### src/hdl/tgr_pkg.sv
// shared types, constants and encodings of the touch gesture recognizer
package tgr_pkg;

    localparam int COORD_WIDTH = 11;
    localparam int RAW_WIDTH   = 13;
    localparam int TIME_WIDTH  = 32;
    localparam int DIST_WIDTH  = 12;
    localparam int HOLD_WIDTH  = 24;
    localparam int SLOP_WIDTH  = 8;
    localparam int CFG_IDX_W   = 3;
    localparam int CFG_DATA_W  = 24;
    localparam int MAX_EVENTS  = 3;

    localparam int IN_BITS     = 1 + 2 * RAW_WIDTH + TIME_WIDTH;
    localparam int IN_TDATA_W  = ((IN_BITS + 7) / 8) * 8;
    localparam int OUT_BITS    = 2 + 2 * COORD_WIDTH + 2 * DIST_WIDTH;
    localparam int OUT_TDATA_W = ((OUT_BITS + 7) / 8) * 8;

    // register indexes
    localparam logic [CFG_IDX_W-1:0] CFG_SCREEN_WIDTH   = 3'd0;
    localparam logic [CFG_IDX_W-1:0] CFG_SCREEN_HEIGHT  = 3'd1;
    localparam logic [CFG_IDX_W-1:0] CFG_TOOLBAR_HEIGHT = 3'd2;
    localparam logic [CFG_IDX_W-1:0] CFG_EDGE_SIZE      = 3'd3;
    localparam logic [CFG_IDX_W-1:0] CFG_SLOP_PIXELS    = 3'd4;
    localparam logic [CFG_IDX_W-1:0] CFG_HOLD_CLICK_US  = 3'd5;

    // register reset values
    localparam logic [10:0]           RST_SCREEN_WIDTH   = 11'd800;
    localparam logic [10:0]           RST_SCREEN_HEIGHT  = 11'd480;
    localparam logic [10:0]           RST_TOOLBAR_HEIGHT = 11'd30;
    localparam logic [10:0]           RST_EDGE_SIZE      = 11'd18;
    localparam logic [SLOP_WIDTH-1:0] RST_SLOP_PIXELS    = 8'd12;
    localparam logic [HOLD_WIDTH-1:0] RST_HOLD_CLICK_US  = 24'd700000;

    typedef enum logic [1:0] {
        EV_MOVE   = 2'd0,
        EV_DOWN   = 2'd1,
        EV_UP     = 2'd2,
        EV_SCROLL = 2'd3
    } event_kind_t;

    typedef enum logic [1:0] {
        AREA_PAGE = 2'd0,
        AREA_DRAG = 2'd1,
        AREA_TAP  = 2'd2
    } touch_kind_t;

    typedef struct packed {
        logic [10:0]           screen_width;
        logic [10:0]           screen_height;
        logic [10:0]           toolbar_height;
        logic [10:0]           edge_size;
        logic [SLOP_WIDTH-1:0] slop_pixels;
        logic [HOLD_WIDTH-1:0] hold_click_us;
    } cfg_t;

    typedef struct packed {
        event_kind_t                  kind;
        logic [COORD_WIDTH-1:0]       pos_x;
        logic [COORD_WIDTH-1:0]       pos_y;
        logic signed [DIST_WIDTH-1:0] dx;
        logic signed [DIST_WIDTH-1:0] dy;
    } event_t;

    typedef struct packed {
        logic [1:0]                   cnt;
        event_t [MAX_EVENTS-1:0]      ev;
    } evset_t;

endpackage

### src/hdl/tgr_cfg_regs.sv
// configuration register file of the touch gesture recognizer
module tgr_cfg_regs import tgr_pkg::*; (
    input  logic                  aclk,
    input  logic                  aresetn,
    input  logic                  cfg_we,
    input  logic [CFG_IDX_W-1:0]  cfg_index,
    input  logic [CFG_DATA_W-1:0] cfg_wdata,
    output cfg_t                  cfg
);

    cfg_t cfg_reg;
    cfg_t cfg_next;

    always_comb begin
        cfg_next = cfg_reg;
        if (cfg_we) begin
            unique case (cfg_index)
                CFG_SCREEN_WIDTH:   cfg_next.screen_width   = cfg_wdata[10:0];
                CFG_SCREEN_HEIGHT:  cfg_next.screen_height  = cfg_wdata[10:0];
                CFG_TOOLBAR_HEIGHT: cfg_next.toolbar_height = cfg_wdata[10:0];
                CFG_EDGE_SIZE:      cfg_next.edge_size      = cfg_wdata[10:0];
                CFG_SLOP_PIXELS:    cfg_next.slop_pixels    = cfg_wdata[SLOP_WIDTH-1:0];
                CFG_HOLD_CLICK_US:  cfg_next.hold_click_us  = cfg_wdata[HOLD_WIDTH-1:0];
                default:            cfg_next = cfg_reg;
            endcase
        end
    end

    always_ff @(posedge aclk) begin
        if (!aresetn) begin
            cfg_reg.screen_width   <= RST_SCREEN_WIDTH;
            cfg_reg.screen_height  <= RST_SCREEN_HEIGHT;
            cfg_reg.toolbar_height <= RST_TOOLBAR_HEIGHT;
            cfg_reg.edge_size      <= RST_EDGE_SIZE;
            cfg_reg.slop_pixels    <= RST_SLOP_PIXELS;
            cfg_reg.hold_click_us  <= RST_HOLD_CLICK_US;
        end else begin
            cfg_reg <= cfg_next;
        end
    end

    assign cfg = cfg_reg;

endmodule

### src/hdl/tgr_core.sv
// gesture state and the event decision for one touch sample
module tgr_core import tgr_pkg::*; (
    input  logic                         aclk,
    input  logic                         aresetn,
    input  cfg_t                         cfg,
    input  logic                         load,
    input  logic                         contact,
    input  logic signed [RAW_WIDTH-1:0]  raw_x,
    input  logic signed [RAW_WIDTH-1:0]  raw_y,
    input  logic [TIME_WIDTH-1:0]        time_us,
    output evset_t                       evs
);

    logic                   finger_down_reg, finger_down_next;
    touch_kind_t            touch_kind_reg, touch_kind_next;
    logic [COORD_WIDTH-1:0] start_x_reg, start_x_next;
    logic [COORD_WIDTH-1:0] start_y_reg, start_y_next;
    logic [COORD_WIDTH-1:0] last_x_reg, last_x_next;
    logic [COORD_WIDTH-1:0] last_y_reg, last_y_next;
    logic [TIME_WIDTH-1:0]  down_time_reg, down_time_next;
    logic                   is_scrolling_reg, is_scrolling_next;
    logic                   click_sent_reg, click_sent_next;

    logic [COORD_WIDTH-1:0]       x, y;
    touch_kind_t                  new_kind;
    logic signed [12:0]           edge_x_lim, edge_y_lim;
    logic signed [DIST_WIDTH-1:0] dx_last, dy_last, dx_start, dy_start;
    logic signed [DIST_WIDTH-1:0] sx, sy;
    logic                         past_slop, start_scroll, scrolling_now;
    logic [TIME_WIDTH-1:0]        elapsed;
    logic                         hold_done;

    // clamp a raw coordinate to [0, size-1], zero-sized axis gives zero
    function automatic logic [COORD_WIDTH-1:0] clamp_axis(
        input logic signed [RAW_WIDTH-1:0] v,
        input logic [10:0]                 size
    );
        logic [COORD_WIDTH-1:0] top;
        top = (size == '0) ? '0 : COORD_WIDTH'(size - 11'd1);
        if (v < 0)
            return '0;
        else if ($unsigned(v[RAW_WIDTH-2:0]) > (RAW_WIDTH-1)'(top))
            return top;
        else
            return COORD_WIDTH'(v[RAW_WIDTH-2:0]);
    endfunction

    function automatic logic signed [DIST_WIDTH-1:0] diff(
        input logic [COORD_WIDTH-1:0] a,
        input logic [COORD_WIDTH-1:0] b
    );
        return $signed({1'b0, a}) - $signed({1'b0, b});
    endfunction

    function automatic logic [DIST_WIDTH-1:0] mag(input logic signed [DIST_WIDTH-1:0] d);
        return (d < 0) ? $unsigned(-d) : $unsigned(d);
    endfunction

    function automatic event_t mk_event(
        input event_kind_t            k,
        input logic [COORD_WIDTH-1:0] px,
        input logic [COORD_WIDTH-1:0] py
    );
        event_t e;
        e       = '0;
        e.kind  = k;
        e.pos_x = px;
        e.pos_y = py;
        return e;
    endfunction

    always_comb begin
        x = contact ? clamp_axis(raw_x, cfg.screen_width)  : '0;
        y = contact ? clamp_axis(raw_y, cfg.screen_height) : '0;

        // strip limits may go negative, then the whole lower area is strip
        edge_x_lim = $signed({2'b00, cfg.screen_width})  - $signed({2'b00, cfg.edge_size});
        edge_y_lim = $signed({2'b00, cfg.screen_height}) - $signed({2'b00, cfg.edge_size});
        priority if (y < cfg.toolbar_height)
            new_kind = AREA_TAP;
        else if ($signed({2'b00, x}) >= edge_x_lim || $signed({2'b00, y}) >= edge_y_lim)
            new_kind = AREA_DRAG;
        else
            new_kind = AREA_PAGE;

        dx_last  = diff(x, last_x_reg);
        dy_last  = diff(y, last_y_reg);
        dx_start = diff(x, start_x_reg);
        dy_start = diff(y, start_y_reg);
        past_slop = (mag(dx_start) > {4'b0, cfg.slop_pixels}) ||
                    (mag(dy_start) > {4'b0, cfg.slop_pixels});
        start_scroll  = (touch_kind_reg == AREA_PAGE) && !is_scrolling_reg && past_slop;
        scrolling_now = is_scrolling_reg || start_scroll;
        sx = start_scroll ? -dx_start : -dx_last;
        sy = start_scroll ? -dy_start : -dy_last;

        elapsed   = time_us - down_time_reg;
        hold_done = elapsed >= {{(TIME_WIDTH-HOLD_WIDTH){1'b0}}, cfg.hold_click_us};
    end

    always_comb begin
        evs               = '0;
        finger_down_next  = finger_down_reg;
        touch_kind_next   = touch_kind_reg;
        start_x_next      = start_x_reg;
        start_y_next      = start_y_reg;
        last_x_next       = last_x_reg;
        last_y_next       = last_y_reg;
        down_time_next    = down_time_reg;
        is_scrolling_next = is_scrolling_reg;
        click_sent_next   = click_sent_reg;

        priority if (contact && !finger_down_reg) begin
            // touch down
            finger_down_next  = 1'b1;
            touch_kind_next   = new_kind;
            start_x_next      = x;
            start_y_next      = y;
            last_x_next       = x;
            last_y_next       = y;
            down_time_next    = time_us;
            is_scrolling_next = 1'b0;
            click_sent_next   = 1'b0;
            evs.ev[0]         = mk_event(EV_MOVE, x, y);
            if (new_kind == AREA_DRAG) begin
                evs.ev[1] = mk_event(EV_DOWN, '0, '0);
                evs.cnt   = 2'd2;
            end else begin
                evs.cnt   = 2'd1;
            end
        end else if (contact) begin
            last_x_next = x;
            last_y_next = y;
            if (touch_kind_reg == AREA_DRAG) begin
                if (dx_last != 0 || dy_last != 0) begin
                    evs.ev[0] = mk_event(EV_MOVE, x, y);
                    evs.cnt   = 2'd1;
                end
            end else if (!click_sent_reg) begin
                if (scrolling_now) begin
                    is_scrolling_next = 1'b1;
                    if (sx != 0 || sy != 0) begin
                        evs.ev[0]      = mk_event(EV_SCROLL, '0, '0);
                        evs.ev[0].dx   = sx;
                        evs.ev[0].dy   = sy;
                        evs.cnt        = 2'd1;
                    end
                end else if (hold_done) begin
                    // long press click at the down point
                    evs.ev[0]       = mk_event(EV_MOVE, start_x_reg, start_y_reg);
                    evs.ev[1]       = mk_event(EV_DOWN, '0, '0);
                    evs.ev[2]       = mk_event(EV_UP, '0, '0);
                    evs.cnt         = 2'd3;
                    click_sent_next = 1'b1;
                end
            end
        end else if (finger_down_reg) begin
            // release
            finger_down_next = 1'b0;
            if (touch_kind_reg == AREA_DRAG) begin
                evs.ev[0] = mk_event(EV_UP, '0, '0);
                evs.cnt   = 2'd1;
            end else if (!is_scrolling_reg && !click_sent_reg) begin
                evs.ev[0]       = mk_event(EV_MOVE, start_x_reg, start_y_reg);
                evs.ev[1]       = mk_event(EV_DOWN, '0, '0);
                evs.ev[2]       = mk_event(EV_UP, '0, '0);
                evs.cnt         = 2'd3;
                click_sent_next = 1'b1;
            end
        end else begin
            evs.cnt = 2'd0;
        end
    end

    always_ff @(posedge aclk) begin
        if (!aresetn) begin
            finger_down_reg  <= 1'b0;
            touch_kind_reg   <= AREA_PAGE;
            start_x_reg      <= '0;
            start_y_reg      <= '0;
            last_x_reg       <= '0;
            last_y_reg       <= '0;
            down_time_reg    <= '0;
            is_scrolling_reg <= 1'b0;
            click_sent_reg   <= 1'b0;
        end else if (load) begin
            finger_down_reg  <= finger_down_next;
            touch_kind_reg   <= touch_kind_next;
            start_x_reg      <= start_x_next;
            start_y_reg      <= start_y_next;
            last_x_reg       <= last_x_next;
            last_y_reg       <= last_y_next;
            down_time_reg    <= down_time_next;
            is_scrolling_reg <= is_scrolling_next;
            click_sent_reg   <= click_sent_next;
        end
    end

endmodule

### src/hdl/tgr_evq.sv
// result register holding the events of one sample, sent one beat at a time
module tgr_evq import tgr_pkg::*; (
    input  logic   aclk,
    input  logic   aresetn,
    input  logic   load,
    input  evset_t evs,
    output logic   free,
    output logic   m_valid,
    input  logic   m_ready,
    output event_t m_event,
    output logic   m_last
);

    event_t [MAX_EVENTS-1:0] ev_reg;
    logic [1:0]              cnt_reg, cnt_next;
    logic [1:0]              idx_reg, idx_next;
    logic                    pop;

    assign m_valid = idx_reg < cnt_reg;
    assign m_last  = (idx_reg == cnt_reg - 2'd1);
    assign m_event = ev_reg[idx_reg];
    assign pop     = m_valid && m_ready;
    assign free    = !m_valid || (m_ready && m_last);

    always_comb begin
        cnt_next = cnt_reg;
        idx_next = idx_reg;
        priority if (load) begin
            cnt_next = evs.cnt;
            idx_next = '0;
        end else if (pop && m_last) begin
            cnt_next = '0;
            idx_next = '0;
        end else if (pop) begin
            idx_next = idx_reg + 2'd1;
        end
    end

    always_ff @(posedge aclk) begin
        if (!aresetn) begin
            cnt_reg <= '0;
            idx_reg <= '0;
        end else begin
            cnt_reg <= cnt_next;
            idx_reg <= idx_next;
        end
    end

    always_ff @(posedge aclk) begin
        if (load) begin
            ev_reg <= evs.ev;
        end
    end

endmodule

### src/hdl/touch_gesture_recognizer.sv
// top level of the touch gesture recognizer
// Takes one touch-panel sample per input beat (contact flag, raw x/y, wrapping
// microsecond timestamp), clamps the point to the screen and turns the touch
// into pointer events: absolute move, button down, button up and scroll.
// A sample is held in an input register, decided in one pass of logic against
// the gesture state, and its zero to three events land together in a result
// register that sends them one beat each, the final one with m_tlast set.
// A new sample is taken while the previous sample's last event is being
// handed off, so the block runs at one sample per cycle when a sample makes
// at most one event and the output never stalls; a sample with more events
// holds the result register until its last event is taken. Events leave the
// result register after the sample passes the input register. Samples that
// make no event are absorbed with no output beat. The user must see that
// registers are written on the cfg port only while idle; the block does not
// enforce it. Indexes are 0 screen_width, 1 screen_height, 2 toolbar_height,
// 3 edge_size, 4 slop_pixels, 5 hold_click_us; writes elsewhere are ignored.
module touch_gesture_recognizer import tgr_pkg::*; (
    input  logic                   aclk,
    input  logic                   aresetn,
    // configuration write port
    input  logic                   cfg_we,
    input  logic [CFG_IDX_W-1:0]   cfg_index,
    input  logic [CFG_DATA_W-1:0]  cfg_wdata,
    // sample input
    input  logic                   s_tvalid,
    output logic                   s_tready,
    // contact[0], raw_x[13:1], raw_y[26:14], time_us[58:27], zero fill above
    input  logic [IN_TDATA_W-1:0]  s_tdata,
    // event output
    output logic                   m_tvalid,
    input  logic                   m_tready,
    // event_kind[1:0], pos_x[12:2], pos_y[23:13], scroll_dx[35:24], scroll_dy[47:36]
    output logic [OUT_TDATA_W-1:0] m_tdata,
    output logic                   m_tlast
);

    cfg_t   cfg;
    evset_t evs;
    event_t m_event;
    logic   q_free;
    logic   load;

    // input register
    logic                        in_valid_reg, in_valid_next;
    logic                        contact_reg;
    logic signed [RAW_WIDTH-1:0] raw_x_reg, raw_y_reg;
    logic [TIME_WIDTH-1:0]       time_us_reg;
    logic                        s_beat;

    tgr_cfg_regs u_cfg (
        .aclk      (aclk),
        .aresetn   (aresetn),
        .cfg_we    (cfg_we),
        .cfg_index (cfg_index),
        .cfg_wdata (cfg_wdata),
        .cfg       (cfg)
    );

    // sample moves into the gesture logic once the result register frees up
    assign load     = in_valid_reg && q_free;
    assign s_tready = !in_valid_reg || load;
    assign s_beat   = s_tvalid && s_tready;

    always_comb begin
        in_valid_next = in_valid_reg;
        priority if (s_beat)
            in_valid_next = 1'b1;
        else if (load)
            in_valid_next = 1'b0;
        else
            in_valid_next = in_valid_reg;
    end

    always_ff @(posedge aclk) begin
        if (!aresetn) begin
            in_valid_reg <= 1'b0;
        end else begin
            in_valid_reg <= in_valid_next;
        end
    end

    always_ff @(posedge aclk) begin
        if (s_beat) begin
            contact_reg <= s_tdata[0];
            raw_x_reg   <= $signed(s_tdata[RAW_WIDTH:1]);
            raw_y_reg   <= $signed(s_tdata[2*RAW_WIDTH:RAW_WIDTH+1]);
            time_us_reg <= s_tdata[2*RAW_WIDTH+TIME_WIDTH:2*RAW_WIDTH+1];
        end
    end

    tgr_core u_core (
        .aclk    (aclk),
        .aresetn (aresetn),
        .cfg     (cfg),
        .load    (load),
        .contact (contact_reg),
        .raw_x   (raw_x_reg),
        .raw_y   (raw_y_reg),
        .time_us (time_us_reg),
        .evs     (evs)
    );

    tgr_evq u_evq (
        .aclk    (aclk),
        .aresetn (aresetn),
        .load    (load),
        .evs     (evs),
        .free    (q_free),
        .m_valid (m_tvalid),
        .m_ready (m_tready),
        .m_event (m_event),
        .m_last  (m_tlast)
    );

    // pack event fields, kind in the lowest bits
    assign m_tdata = {{(OUT_TDATA_W-OUT_BITS){1'b0}},
                      m_event.dy, m_event.dx, m_event.pos_y, m_event.pos_x, m_event.kind};

    // a scroll is always the only event of its sample
    a_scroll_alone: assert property (@(posedge aclk) disable iff (!aresetn)
        m_tvalid && m_event.kind == EV_SCROLL |-> m_tlast)
        else $error("scroll event not alone in its sample");

    // only moves carry a position, only scrolls carry a distance; the check covers the position
    a_payload_zero: assert property (@(posedge aclk) disable iff (!aresetn)
        m_tvalid && m_event.kind != EV_MOVE |-> m_event.pos_x == '0 && m_event.pos_y == '0)
        else $error("non-move event with nonzero position");

    // a new sample never overwrites events still waiting to go out
    a_no_overwrite: assert property (@(posedge aclk) disable iff (!aresetn)
        load |-> !m_tvalid || (m_tready && m_tlast))
        else $error("result register overwritten");

    // a held sample that cannot move on blocks the input
    a_backpressure: assert property (@(posedge aclk) disable iff (!aresetn)
        in_valid_reg && !q_free |-> !s_tready)
        else $error("input accepted while sample is stuck");

endmodule
### config.mk
export PLATFORM = sky130hd
export DESIGN_NAME = touch_gesture_recognizer
export DESIGN_NICKNAME = d
export VERILOG_FILES = /design/src/hdl/tgr_pkg.sv /design/src/hdl/tgr_cfg_regs.sv /design/src/hdl/tgr_core.sv /design/src/hdl/tgr_evq.sv /design/src/hdl/touch_gesture_recognizer.sv
export SDC_FILE = /design/constraint.sdc
export NUM_CORES = 1
export LEC_CHECK = 0
export BUFFER_PORTS_ARGS = -buffer_cell sky130_fd_sc_hd__buf_2
export CORE_MARGIN = 2
export CORE_UTILIZATION = 55
export CTS_CLUSTER_DIAMETER = 40
export DETAILED_ROUTE_END_ITERATION = 7
export MAX_ROUTING_LAYER = met4
export PLACE_DENSITY = 0.81
export SLEW_MARGIN = 5
export SYNTH_ARGS = -nofsm -noshare
export SYNTH_HDL_FRONTEND = slang
export SYNTH_HIERARCHICAL = 1
export SYNTH_SLANG_ARGS = --single-unit
export TNS_END_PERCENT = 5
### constraint.sdc
create_clock -name aclk -period 12.5 [get_ports aclk]
set_input_delay 2.5 -clock aclk [delete_from_list [all_inputs] [get_ports aclk]]
set_output_delay 2.5 -clock aclk [all_outputs]
set_load 0.02 [all_outputs]
==> results.txt <==
----------------------------------------------------
[Placed design]
  Hpwl dp ... 46610 um
  PortBufs ... 141
  Routability-driven placement congestion ratio ... 0.9557
  # placed instances ... 3342
  Placed standard-cell area ... 0.02561 mm^2

[Cells and area]
  Flip-flop count of the largest register, all copies and words added ... 144
  Core occupancy in the finished layout ... 0.6245
  Number of nets at the end of the flow ... 3115
  Diodes inserted ... 0
  Final Cell Area ... 0.02768 mm^2
  Number of non-filler instances in the completed layout ... 3451
  Proportion of layout cells with a drive suffix above 1 ... 0.1182
  Syn-to-layout area delta ... 11.81%

[CTS]
  Total clock buffers created by CTS ... 58
  Number of setup buffers added after CTS ... 0
  CTS max path bufs ... 3
  Clock transition time at the flip-flop clock pins of the worst setup and hold paths ... 0.06 ns
  Resized Gates After CTS ... 0
  Clk Latency, worst-skew pair ... 0.62 ns
  # hold bufs at CTS ... 0
  Root Buffer Master ... sky130_fd_sc_hd__clkbuf_16
  Number of sinks handled by clock tree synthesis ... 365
  H-tree depth ... 2
  TritonCTS clock tree ... built

[Detailed routing]
  Number of DRC markers after the initial detailed-route iteration ... 1330
  Initial DRT Pass Iterations ... 5
  Post-route DRC violation count ... 0
  Via total after detailed routing ... 19670
  Number of nets with antenna violations after routing ... 0
  Detail-routed via count per cell ... 5.701
  Routed length per instance ... 18.29 um
  Aggregate routed wire length ... 63130 um

[Setup path]
  Family with the most delay on the worst path ... compound AO/OA/AOI/OAI gates
  Critical path launch point type ... register
  Largest fanout on the critical path ... 24
  Worst path slowest cell ... sky130_fd_sc_hd__a21oi_2
  Class of the most critical setup path ... reg -> reg
  Worst endpoint required time ... 12.99 ns
  Delay of the slowest cell on the worst path ... 0.93 ns
  CP Data Arrival Time ... 10.79 ns
  CP bufs+invs ... 4
  Sort of element at the end of the critical path ... register

[Synthesis]
  Main area contributors after synthesis ... sky130_fd_sc_hd__edfxtp_1 25%, sky130_fd_sc_hd__dfxtp_1 13%, sky130_fd_sc_hd__ha_1 10%
  Most common flop cell mapped by yosys ... sky130_fd_sc_hd__edfxtp_1
  Yosys cell types ... 107
  Fraction of registers with async set or reset after synthesis ... 0
  Flip-flop and latch count after synthesis ... 365
  Mapped cell area ... 0.02475 mm^2
  Post-synthesis average cell area ... 9.225 um^2
  Biggest area consumer among synthesized cells ... sky130_fd_sc_hd__edfxtp_1
  Area share of the largest cell type after synthesis ... 0.2463
  Count of mapped cells out of synthesis ... 2683
  Total of warnings raised by yosys ... 6
  Sequential-to-total area share from yosys stat ... 0.3773
  Number of flops mapped to enable cells by yosys ... 203

[Global route]
  Overall Global Routing Usage ... 0.2780
  Vias in the first global route ... 19320
  Pin count of the biggest net entering global routing ... 94
  Global-route congestion overflow total ... 0
  Wire length of the first global-routing pass ... 100800 um
  Initial antenna violation count ... 1

[Die]
  Vertical die dimension ... 216.1 um
  Floorplan core area ... 0.04432 mm^2
  Cell row count ... 77
  Width of the die ... 216.1 um
  Top-Level Pins ... 147
  Die Footprint ... 0.04671 mm^2
  Initial Utilization ... 0.5585

[Timing]
  Relative slew slack ... 0.1723
  Max frequency ... 0.09700 GHz
  Worst slew pin tran ... 1.242 ns
  Total setup violations reported at the end of the flow ... 0
  Max Slew Vio Count ... 0
  Tcrit/Tclk final ... 0.8247
  Minimum clock period ... 10.31 ns
  Post-route clock skew ... 0.01954 ns
  Setup tns final ... 0 ns
  Final hold violation count ... 0
  Unrepaired setup endpoints after global routing ... false

[Power and ir drop]
  Post-layout total power ... 0.004091 W
  Total power divided by cell area ... 147.8 mW/mm^2
  Largest voltage drop on the vdd net ... 0.0001204 V
  LEAKAGE ... 11.03 nW

[Worst hold path]
  Class of the tightest hold or removal check ... reg -> reg

[Outcome]
  Outcome ... finished clean

[Flow run]
  MaxCap Viol Count ... 0

----------------------------------------------------
[cells by family after synthesis]
kind of cell / count (synthesis) / share of synthesized area
simple gates: 861 / 0.1712
compound gates: 581 / 0.1603
buf+inv: 395 / 0.07840
flops: 365 / 0.3773
fa+ha+maj: 209 / 0.1078
mux: 154 / 0.06278
xor+xnor: 117 / 0.04201
other cells: 1 / 0.0001515
[cells in the final DEF (no fill, tap or decap), types with 9 or more instances in the layout]
cell type and count:
sky130_fd_sc_hd__or2_2 15, sky130_fd_sc_hd__o21a_1 18, sky130_fd_sc_hd__nor3_1 40, sky130_fd_sc_hd__o31ai_1 11, sky130_fd_sc_hd__or3_1 22, sky130_fd_sc_hd__nor2_1 104, sky130_fd_sc_hd__o21bai_1 9, sky130_fd_sc_hd__nand3_1 40
sky130_fd_sc_hd__xor2_1 42, sky130_fd_sc_hd__a22o_1 21, sky130_fd_sc_hd__o21ai_1 14, sky130_fd_sc_hd__o211ai_1 23, sky130_fd_sc_hd__dfxtp_1 161, sky130_fd_sc_hd__buf_2 140, sky130_fd_sc_hd__a211oi_1 28, sky130_fd_sc_hd__clkbuf_16 63
sky130_fd_sc_hd__nand2b_1 35, sky130_fd_sc_hd__a21oi_1 119, sky130_fd_sc_hd__nor2b_1 79, sky130_fd_sc_hd__conb_1 94, sky130_fd_sc_hd__nand2_1 380, sky130_fd_sc_hd__xnor2_1 73, sky130_fd_sc_hd__inv_8 9, sky130_fd_sc_hd__mux2i_1 144
sky130_fd_sc_hd__or4_1 12, sky130_fd_sc_hd__ha_1 202, sky130_fd_sc_hd__o21ai_0 121, sky130_fd_sc_hd__nand4_1 23, sky130_fd_sc_hd__buf_4 35, sky130_fd_sc_hd__a21boi_0 74, sky130_fd_sc_hd__nand3b_1 12, sky130_fd_sc_hd__inv_1 190
sky130_fd_sc_hd__edfxtp_1 203, sky130_fd_sc_hd__a31oi_1 12, sky130_fd_sc_hd__nor4_1 17, sky130_fd_sc_hd__and2_1 23, sky130_fd_sc_hd__a21o_1 32, sky130_fd_sc_hd__and3_1 13
[through the flow]
step | hold slack (ns) | worst slack [ns]
floorplan | 0.4347 | 4.431
global placement | 0.4429 | 2.689
detailed placement | 0.4511 | 2.425
CTS | 0.4585 | 2.353
global route | 0.4783 | 1.518
finish | 0.4614 | 2.191
[worst register-to-register path: cells and delay by family (launching register included)]
family / cells / cell delay (ns)
xor gates and xnor gates: 2 / 0.98
muxes: 1 / 0.35
DFF: 1 / 0.37
adders and majority gates: 5 / 1.37
AOI/OAI and AO/OA: 12 / 3.40
and+or+nand+nor: 14 / 3.15
buffers and inverters: 4 / 0.57
[worst paths after layout]
check / cells past startpoint / start / slack, ns / end
setup reg to reg: 38 / u_cfg/cfg[66] / 2.19 / u_evq/cnt_reg[0]
hold / removal: 2 / u_cfg/cfg[51] / 0.46 / u_cfg/cfg[51]
setup / recovery: 38 / u_cfg/cfg[66] / 2.19 / u_evq/cnt_reg[0]
hold reg to reg: 2 / u_cfg/cfg[51] / 0.46 / u_cfg/cfg[51]
[area by class of cell]
cell class	instances	area, um^2
clock buffer	68	1595
timing repair buffer	175	963.4
multi-input combinational	2016	13840
tap	592	740.7
sequential	365	9340
fill	3707	16640
inverter	194	728.2
clock inverter	41	467.9
[synthesized netlist by cell type, types with 22 or more instances]
cell type,instances
sky130_fd_sc_hd__nand2_1,380
sky130_fd_sc_hd__a21oi_1,119
sky130_fd_sc_hd__a211oi_1,28
sky130_fd_sc_hd__dfxtp_1,162
sky130_fd_sc_hd__xor2_1,42
sky130_fd_sc_hd__nor2b_1,80
sky130_fd_sc_hd__mux2i_1,144
sky130_fd_sc_hd__and2_1,23
sky130_fd_sc_hd__edfxtp_1,203
sky130_fd_sc_hd__clkbuf_1,73
sky130_fd_sc_hd__ha_1,202
sky130_fd_sc_hd__a21o_1,32
sky130_fd_sc_hd__nor2_1,105
sky130_fd_sc_hd__buf_4,98
sky130_fd_sc_hd__nand3_1,40
sky130_fd_sc_hd__xnor2_1,73
sky130_fd_sc_hd__inv_1,190
sky130_fd_sc_hd__o211ai_1,23
sky130_fd_sc_hd__nor3_1,40
sky130_fd_sc_hd__o21ai_0,121
sky130_fd_sc_hd__or3_1,22
sky130_fd_sc_hd__a21boi_0,74
sky130_fd_sc_hd__nand4_1,23
sky130_fd_sc_hd__nand2b_1,36
[metal layers]
| metal | share of wire | GRT usage | vias to the layer above |
|---|---|---|---|
| met5 | 0 | - | - |
| met4 | 0.041 | 0.1183 | 0 |
| met3 | 0.050 | 0.03270 | 145 |
| met2 | 0.48 | 0.4693 | 557 |
| met1 | 0.43 | 0.3373 | 9321 |
| li1 | - | - | 9651 |
[power by group]
| part | internal, W | switching (W) |
|---|---|---|
| registers | 0.00134 | 0.0000300 |
| logic | 0.000390 | 0.000658 |
| clock network | 0.00104 | 0.000631 |
| total | 0.00277 | 0.00132 |
No activity file was read; power rests on OpenSTA's default activity.
